--- config.mk ---
export PLATFORM = sky130hd
export DESIGN_NAME = sm3_hash_engine
export DESIGN_NICKNAME = d
export VERILOG_FILES = /design/src/sm3_pkg.sv /design/src/sm3_sched.sv /design/src/sm3_compress.sv /design/src/sm3_hash_engine.sv
export SDC_FILE = /design/constraint.sdc
export NUM_CORES = 2
export LEC_CHECK = 0
export BUFFER_PORTS_ARGS = -buffer_cell sky130_fd_sc_hd__clkbuf_2
export CAP_MARGIN = 10
export CORE_MARGIN = 1.5
export CORE_UTILIZATION = 69
export DETAILED_ROUTE_END_ITERATION = 10
export GPL_TIMING_DRIVEN = 0
export PLACE_DENSITY = 0.86
export SLEW_MARGIN = 40
export SYNTH_ARGS = -nofsm -noshare
export SYNTH_HDL_FRONTEND = slang
export SYNTH_SLANG_ARGS = --single-unit
--- constraint.sdc ---
create_clock -name clk -period 23.3 [get_ports clk]
set_input_delay 2.33 -clock clk [delete_from_list [all_inputs] [get_ports clk]]
set_output_delay 2.33 -clock clk [all_outputs]
set_load 0.02 [all_outputs]
--- src/sm3_pkg.sv ---
`default_nettype none
// ----------------------------------------------------------------------------
// sm3_pkg
// Shared constants, control bundles and bit functions of the SM3 engine.
// ----------------------------------------------------------------------------
package sm3_pkg;

  localparam int unsigned WORD_W  = 32;
  localparam int unsigned ROUNDS  = 64;
  localparam int unsigned LEN_POS = 56;   // first byte of the length field

  localparam logic [31:0] IV [8] = '{
    32'h7380166F, 32'h4914B2B9, 32'h172442D7, 32'hDA8A0600,
    32'hA96F30BC, 32'h163138AA, 32'hE38DEE4D, 32'hB0FB0E4E
  };

  localparam logic [31:0] T_LOW  = 32'h79CC4519;
  localparam logic [31:0] T_HIGH = 32'h7A879D8A;
  localparam logic [7:0]  PAD_MARK = 8'h80;

  // Request to the message window
  typedef struct packed {
    logic       byte_shift;
    logic       word_shift;
    logic [7:0] data;
  } sched_ctl_t;

  // Request to the compression unit
  typedef struct packed {
    logic       init;
    logic       start;
    logic       round;
    logic       finish;
    logic [5:0] rnd;
    logic [2:0] sel;
  } comp_ctl_t;

  function automatic logic [31:0] rotl32(input logic [31:0] x, input logic [4:0] n);
    logic [63:0] dbl;
    dbl = {x, x} << n;
    return dbl[63:32];
  endfunction

  function automatic logic [31:0] perm0(input logic [31:0] x);
    return x ^ rotl32(x, 5'd9) ^ rotl32(x, 5'd17);
  endfunction

  function automatic logic [31:0] perm1(input logic [31:0] x);
    return x ^ rotl32(x, 5'd15) ^ rotl32(x, 5'd23);
  endfunction

  // Round constant rotated by the round number modulo 32
  function automatic logic [31:0] round_const(input logic [5:0] j);
    logic [31:0] t;
    t = (j < 6'd16) ? T_LOW : T_HIGH;
    return rotl32(t, j[4:0]);
  endfunction

endpackage
`default_nettype wire

--- src/sm3_sched.sv ---
`default_nettype none
// ----------------------------------------------------------------------------
// sm3_sched
// 64-byte block buffer that doubles as the 16-word expansion window.
// ----------------------------------------------------------------------------
module sm3_sched (
  input  wire                 clk,
  input  sm3_pkg::sched_ctl_t ctl,
  output logic [31:0]         w_j,
  output logic [31:0]         wp_j
);
  import sm3_pkg::*;

  logic [511:0] buf_r;
  logic [31:0]  win [16];
  logic [31:0]  w_new;

  always_comb begin
    for (int k = 0; k < 16; k++) begin
      win[k] = buf_r[511 - 32 * k -: 32];
    end
  end

  // Next expanded word from the current window, oldest word at tap 0
  assign w_new = perm1(win[0] ^ win[7] ^ rotl32(win[13], 5'd15))
               ^ rotl32(win[3], 5'd7) ^ win[10];

  assign w_j  = win[0];
  assign wp_j = win[0] ^ win[4];

  always_ff @(posedge clk) begin
    if (ctl.byte_shift) begin
      buf_r <= {buf_r[503:0], ctl.data};
    end else if (ctl.word_shift) begin
      buf_r <= {buf_r[479:0], w_new};
    end
  end

endmodule
`default_nettype wire

--- src/sm3_compress.sv ---
`default_nettype none
// ----------------------------------------------------------------------------
// sm3_round_core
// Chaining value and one-round-per-cycle SM3 compression unit.
// ----------------------------------------------------------------------------
module sm3_round_core (
  input  wire                clk,
  input  wire                rst_n,
  input  sm3_pkg::comp_ctl_t ctl,
  input  wire  [31:0]        w_j,
  input  wire  [31:0]        wp_j,
  output logic [31:0]        v_word
);
  import sm3_pkg::*;

  logic [31:0] v_r [8];
  logic [31:0] a_r, b_r, c_r, d_r, e_r, f_r, g_r, h_r;
  logic [31:0] a12, ss1, ss2, ff, gg, tt1, tt2;
  logic        early;

  assign early = ctl.rnd < 6'd16;
  assign a12   = rotl32(a_r, 5'd12);
  assign ss1   = rotl32(a12 + e_r + round_const(ctl.rnd), 5'd7);
  assign ss2   = ss1 ^ a12;
  assign ff    = early ? (a_r ^ b_r ^ c_r) : ((a_r & b_r) | (a_r & c_r) | (b_r & c_r));
  assign gg    = early ? (e_r ^ f_r ^ g_r) : ((e_r & f_r) | (~e_r & g_r));
  assign tt1   = ff + d_r + ss2 + wp_j;
  assign tt2   = gg + h_r + ss1 + w_j;

  assign v_word = v_r[ctl.sel];

  always_ff @(posedge clk) begin
    if (!rst_n || ctl.init) begin
      v_r <= IV;
    end else if (ctl.finish) begin
      v_r[0] <= v_r[0] ^ a_r;
      v_r[1] <= v_r[1] ^ b_r;
      v_r[2] <= v_r[2] ^ c_r;
      v_r[3] <= v_r[3] ^ d_r;
      v_r[4] <= v_r[4] ^ e_r;
      v_r[5] <= v_r[5] ^ f_r;
      v_r[6] <= v_r[6] ^ g_r;
      v_r[7] <= v_r[7] ^ h_r;
    end
  end

  always_ff @(posedge clk) begin
    if (ctl.start) begin
      a_r <= v_r[0];
      b_r <= v_r[1];
      c_r <= v_r[2];
      d_r <= v_r[3];
      e_r <= v_r[4];
      f_r <= v_r[5];
      g_r <= v_r[6];
      h_r <= v_r[7];
    end else if (ctl.round) begin
      d_r <= c_r;
      c_r <= rotl32(b_r, 5'd9);
      b_r <= a_r;
      a_r <= tt1;
      h_r <= g_r;
      g_r <= rotl32(f_r, 5'd19);
      f_r <= e_r;
      e_r <= perm0(tt2);
    end
  end

endmodule
`default_nettype wire

--- src/sm3_hash_engine.sv ---
`default_nettype none
// ----------------------------------------------------------------------------
// sm3_hash_engine
// Streaming SM3 hash: one message byte per request, eight digest words out.
// ----------------------------------------------------------------------------
//   channel  direction  handshake            payload
//   in       input      in_valid / in_ready  message_byte, byte_valid, end_of_message
//   out      output     out_valid/out_ready  digest_word, word_index, last_word
//
// A byte request is taken in S_IDLE; the byte that fills a block adds a load,
// 64 rounds on the shared round unit and a fold into the chaining value.
// End of message: pad to the block end and compress, plus a length-only block
// when n >= 56, then eight output words, one per accepted output request.
// Reset is synchronous; the engine is ready in the first cycle after it.
// Input is held off from a block-filling byte until the fold is done, and from
// an end of message until the last digest word leaves.
// ----------------------------------------------------------------------------
module sm3_hash_engine (
  input  wire         clk,
  input  wire         rst_n,
  input  wire         in_valid,
  output logic        in_ready,
  input  wire  [7:0]  in_message_byte,
  input  wire         in_byte_valid,
  input  wire         in_end_of_message,
  output logic        out_valid,
  input  wire         out_ready,
  output logic [31:0] out_digest_word,
  output logic [2:0]  out_word_index,
  output logic        out_last_word
);
  import sm3_pkg::*;

  typedef enum logic [2:0] {
    S_IDLE, S_START, S_ROUND, S_FINISH, S_PAD, S_OUT
  } state_t;

  state_t      state_r;
  logic [5:0]  cnt_r;
  logic [54:0] blocks_r;
  logic [5:0]  rnd_r;
  logic [2:0]  k_r;
  logic        pend_r;
  logic        pad_r;
  logic        mark_r;
  logic        len_blk_r;
  logic [63:0] len_r;

  logic        in_acc, out_acc;
  logic [5:0]  cnt_inc;
  logic [7:0]  pad_byte;
  logic        len_zone;
  sched_ctl_t  sched_ctl;
  comp_ctl_t   comp_ctl;
  logic [31:0] w_j, wp_j, v_word;

  assign in_ready  = (state_r == S_IDLE);
  assign out_valid = (state_r == S_OUT);
  assign in_acc    = in_valid && in_ready;
  assign out_acc   = out_valid && out_ready;
  assign cnt_inc   = cnt_r + 6'd1;

  assign len_zone = len_blk_r && (cnt_r >= 6'(LEN_POS));
  assign pad_byte = !mark_r ? PAD_MARK : (len_zone ? len_r[63:56] : 8'h00);

  always_comb begin
    sched_ctl.byte_shift = (in_acc && in_byte_valid) || (state_r == S_PAD);
    sched_ctl.word_shift = (state_r == S_ROUND);
    sched_ctl.data       = (state_r == S_PAD) ? pad_byte : in_message_byte;
  end

  always_comb begin
    comp_ctl.init   = out_acc && out_last_word;
    comp_ctl.start  = (state_r == S_START);
    comp_ctl.round  = (state_r == S_ROUND);
    comp_ctl.finish = (state_r == S_FINISH);
    comp_ctl.rnd    = rnd_r;
    comp_ctl.sel    = k_r;
  end

  sm3_sched u_sched (
    .clk  (clk),
    .ctl  (sched_ctl),
    .w_j  (w_j),
    .wp_j (wp_j)
  );

  sm3_round_core u_compress (
    .clk    (clk),
    .rst_n  (rst_n),
    .ctl    (comp_ctl),
    .w_j    (w_j),
    .wp_j   (wp_j),
    .v_word (v_word)
  );

  assign out_digest_word = v_word;
  assign out_word_index  = k_r;
  assign out_last_word   = (k_r == 3'd7);

  always_ff @(posedge clk) begin
    if (!rst_n) begin
      state_r   <= S_IDLE;
      cnt_r     <= '0;
      blocks_r  <= '0;
      rnd_r     <= '0;
      k_r       <= '0;
      pend_r    <= 1'b0;
      pad_r     <= 1'b0;
      mark_r    <= 1'b0;
      len_blk_r <= 1'b0;
    end else begin
      unique case (state_r)
        S_IDLE: begin
          if (in_acc) begin
            if (in_byte_valid) begin
              cnt_r <= cnt_inc;
              if (cnt_r == 6'd63) begin
                blocks_r <= blocks_r + 55'd1;
                pend_r   <= in_end_of_message;
                state_r  <= S_START;
              end else if (in_end_of_message) begin
                // start padding after this byte
                state_r   <= S_PAD;
                pad_r     <= 1'b1;
                mark_r    <= 1'b0;
                len_r     <= {blocks_r, cnt_inc, 3'b000};
                len_blk_r <= (cnt_inc < 6'(LEN_POS));
              end
            end else if (in_end_of_message) begin
              state_r   <= S_PAD;
              pad_r     <= 1'b1;
              mark_r    <= 1'b0;
              len_r     <= {blocks_r, cnt_r, 3'b000};
              len_blk_r <= (cnt_r < 6'(LEN_POS));
            end
          end
        end
        S_START: begin
          rnd_r   <= '0;
          state_r <= S_ROUND;
        end
        S_ROUND: begin
          rnd_r <= rnd_r + 6'd1;
          if (rnd_r == 6'(ROUNDS - 1)) begin
            state_r <= S_FINISH;
          end
        end
        S_FINISH: begin
          if (pad_r) begin
            if (len_blk_r) begin
              k_r     <= '0;
              state_r <= S_OUT;
            end else begin
              // marker filled the block: follow with a length-only block
              len_blk_r <= 1'b1;
              state_r   <= S_PAD;
            end
          end else if (pend_r) begin
            pend_r    <= 1'b0;
            state_r   <= S_PAD;
            pad_r     <= 1'b1;
            mark_r    <= 1'b0;
            len_r     <= {blocks_r, cnt_r, 3'b000};
            len_blk_r <= 1'b1;
          end else begin
            state_r <= S_IDLE;
          end
        end
        S_PAD: begin
          cnt_r  <= cnt_inc;
          mark_r <= 1'b1;
          if (mark_r && len_zone) begin
            len_r <= {len_r[55:0], 8'h00};
          end
          if (cnt_r == 6'd63) begin
            state_r <= S_START;
          end
        end
        S_OUT: begin
          if (out_acc) begin
            k_r <= k_r + 3'd1;
            if (out_last_word) begin
              state_r  <= S_IDLE;
              pad_r    <= 1'b0;
              blocks_r <= '0;
            end
          end
        end
        default: state_r <= S_IDLE;
      endcase
    end
  end

`ifndef SYNTHESIS
  a_no_overlap: assert property (@(posedge clk) disable iff (!rst_n)
    !(in_ready && out_valid))
    else $error("input and output open at once");

  a_full_block: assert property (@(posedge clk) disable iff (!rst_n)
    (in_acc && in_byte_valid && cnt_r == 6'd63) |=> (state_r == S_START))
    else $error("full block did not start compression");

  a_rounds_end: assert property (@(posedge clk) disable iff (!rst_n)
    (state_r == S_ROUND && rnd_r == 6'(ROUNDS - 1)) |=> (state_r == S_FINISH))
    else $error("round count overran");

  a_back_idle: assert property (@(posedge clk) disable iff (!rst_n)
    (out_acc && out_last_word) |=> (in_ready && cnt_r == 6'd0 && blocks_r == 55'd0))
    else $error("engine not cleared after digest");
`endif

endmodule
`default_nettype wire

==> flow_metrics.tcl <==
set metrics [dict create \
    area_growth_pct 9.27 \
    fin_cells 8515 \
    cts_resized 0 \
    fin_nets 7462 \
    ys_types 91 \
    syn_inst 6970 \
    worst_setup_path_start_kind "flip-flop" \
    relSlewSlack 0.339 \
    gp_congestion 1.08 \
    numClockSinks 1162 \
    period_minus_slack_ns 12.39 \
    fin_tns_setup_ns 0 \
    first_global_vias 52400 \
    avgViaCountPerCell 6.52 \
    status "complete, no violations" \
    critPathMaxStageDelay_ns 0.66 \
    portBuffers 51 \
    grt_first_pass_wirelength_mm 346 \
    final_common_cell "nand2_1" \
    hp-class "flip-flop to flip-flop" \
    fillCellCount 6255 \
    die-height_um 311 \
    netlist_area_um2 65200 \
    synth_edf_count 829 \
    numCtsBuffers 114 \
    wl_mm 241 \
    dieArea_um2 96400 \
    cp_max_fo 13 \
    ys.flop_type "edfxtp_1" \
    ys_ff_latch 1162 \
    die_x_um 311 \
    synthAdderAreaFrac 0.0776 \
    synth_top_family_by_area "simple AND/OR/NAND/NOR gates" \
    setup_violations 0 \
    dpl.hpwl_mm 183 \
    boundaryPins 52 \
    crit_type "flip-flop to flip-flop" \
    dpl.cell_count 8295 \
    overflow 0 \
    syn-num-nets 7275 \
    insertion_delay_ns 0.77 \
    cp-end-kind "flip-flop" \
    core_area_um2 93500 \
    synthArstFlopShare 0 \
    dr.pass1.iters 7 \
    drv_slew 0 \
    fmax_ghz 0.0807 \
    cts_setup_buffers 0 \
    most-common-layout-cells "nand2_1, edfxtp_1, o21ai_0" \
    drt_first_iter_violations 9793 \
    cts-hold-fix-buffers 0 \
    crit_path_frequent_cell "a21oi_1" \
    fin_skew_ns 0.0455 \
    routedWlPerCell_um 28.3 \
    period_share 0.532 \
    start_util 0.698 \
    ant_nets 0 \
    worst_slack_ns 10.91 \
    synthMuxAreaShare 0.0408 \
    postLayoutCoreUtil 0.763 \
    tritoncts "yes" \
    synthSimpleGateAreaFrac 0.195 \
    grt_max_degree 77 \
    maxCapViolations 0 \
    cpMaxStageDelayCell "nor2_2" \
    antenna_found_initial 7 \
    hold_violations 0 \
    pre_cts_ws_ns 11.35 \
    grt_use_total 0.493 \
    crit_arrival_ns 12.85 \
    drive_gt1_frac 0.0633 \
    avgSynthCellArea_um2 9.36 \
    rsz0062_at_grt "false" \
    row_count 112 \
    synth-xor-area-share 0.0848 \
    clk_pin_slew_ns 0.07 \
    worst_ep_required_time_ns 23.76 \
    synth_warnings 0 \
    synth_compound_area_frac 0.0786 \
    cts.htree.levels 3 \
    drc 0 \
    seq_area_frac_synth 0.484 \
    worst_pin_slew_ns 0.991 \
    cts_root_buf "clkbuf_16" \
    num_vias 55500 \
    cts.path.max_buffers 3 \
]
[stage by stage]
stage | cell area, µm² | hold WS, ns
after floorplan | 65200 | 0.458
after global placement | 67100 | 0.469
after detailed placement | 67600 | 0.479
after CTS | 71300 | 0.487
after global routing | 71300 | 0.526
final | 71300 | 0.493
[cells by family after synthesis]
kind of cell,count (synthesis)
xor+xnor,626
fa+ha+maj,292
simple gates,3142
compound gates,890
mux,180
buf+inv,678
flops,1162
[layer usage]
layer / global-route usage / up-vias / wire (µm)
met3: 0.167 / 1060 / 36600
met4: 0.358 / 6 / 22300
met2: 0.743 / 4746 / 105000
met5: 0.00445 / - / 37
li1: - / 23500 / -
met1: 0.594 / 26200 / 77100
[area by class of cell]
| type | count | area (µm²) | share of cell area |
|---|---|---|---|
| Sequential cell | 1162 | 31600 | 0.443 |
| Multi-Input combinational cell | 5130 | 31200 | 0.437 |
| Clock buffer | 163 | 3250 | 0.0456 |
| Tap cell | 1254 | 1570 | 0.0220 |
| Buffer | 345 | 1380 | 0.0193 |
| Inverter | 333 | 1260 | 0.0176 |
| Timing Repair Buffer | 71 | 678 | 0.00951 |
| Clock inverter | 52 | 428 | 0.00600 |
| Antenna cell | 5 | 12.5 | 0.000175 |
[flip-flops by register name (all words and copies together), names as in the netlist]
| name | count |
|---|---|
| rnd_r | 6 |
| u_compress.d_r | 32 |
| u_compress.b_r | 32 |
| out_word_index | 3 |
| u_compress.f_r | 32 |
| u_compress.v_r | 256 |
| u_compress.h_r | 32 |
| len_r | 61 |
| u_compress.g_r | 32 |
| u_compress.c_r | 32 |
| u_compress.a_r | 32 |
| mark_r | 1 |
| state_r | 3 |
| cnt_r | 6 |
| u_sched.buf_r | 512 |
| len_blk_r | 1 |
| pad_r | 1 |
| pend_r | 1 |
| u_compress.e_r | 32 |
| blocks_r | 55 |
[cells in the mapped netlist, types with 141 or more instances]
cell	count	area (µm²)
and3_1	141	882
fa_1	188	3760
xor2_1	274	2400
clkbuf_1	309	1160
nand2_1	2438	9150
o21ai_0	386	1930
nor2_1	343	1290
edfxtp_1	829	24900
dfxtp_1	333	6670
xnor2_1	348	3050
a21oi_1	265	1330
inv_1	331	1240
[critical path: cells and delay by family (launching register included)]
kind            cells  cell delay (ns)
compound gates     13             3.30
xor+xnor            3             1.09
fa+ha+maj           7             3.07
buf+inv             5             1.64
flops               1             0.38
mux                 2             0.51
simple gates        7             2.10
[worst paths after layout]
| path | from | to | slack, ns | cells after the start |
|---|---|---|---|---|
| setup / recovery | rnd_r[4] | u_compress.e_r[5] | 10.91 | 37 |
| hold / removal | blocks_r[27] | blocks_r[27] | 0.49 | 2 |
| setup reg to reg | rnd_r[4] | u_compress.e_r[5] | 10.91 | 37 |
| hold reg to reg | blocks_r[27] | blocks_r[27] | 0.49 | 2 |
Power is not shown: default switching activity piles up to over one toggle a cycle in this logic, so the estimate is an artifact.
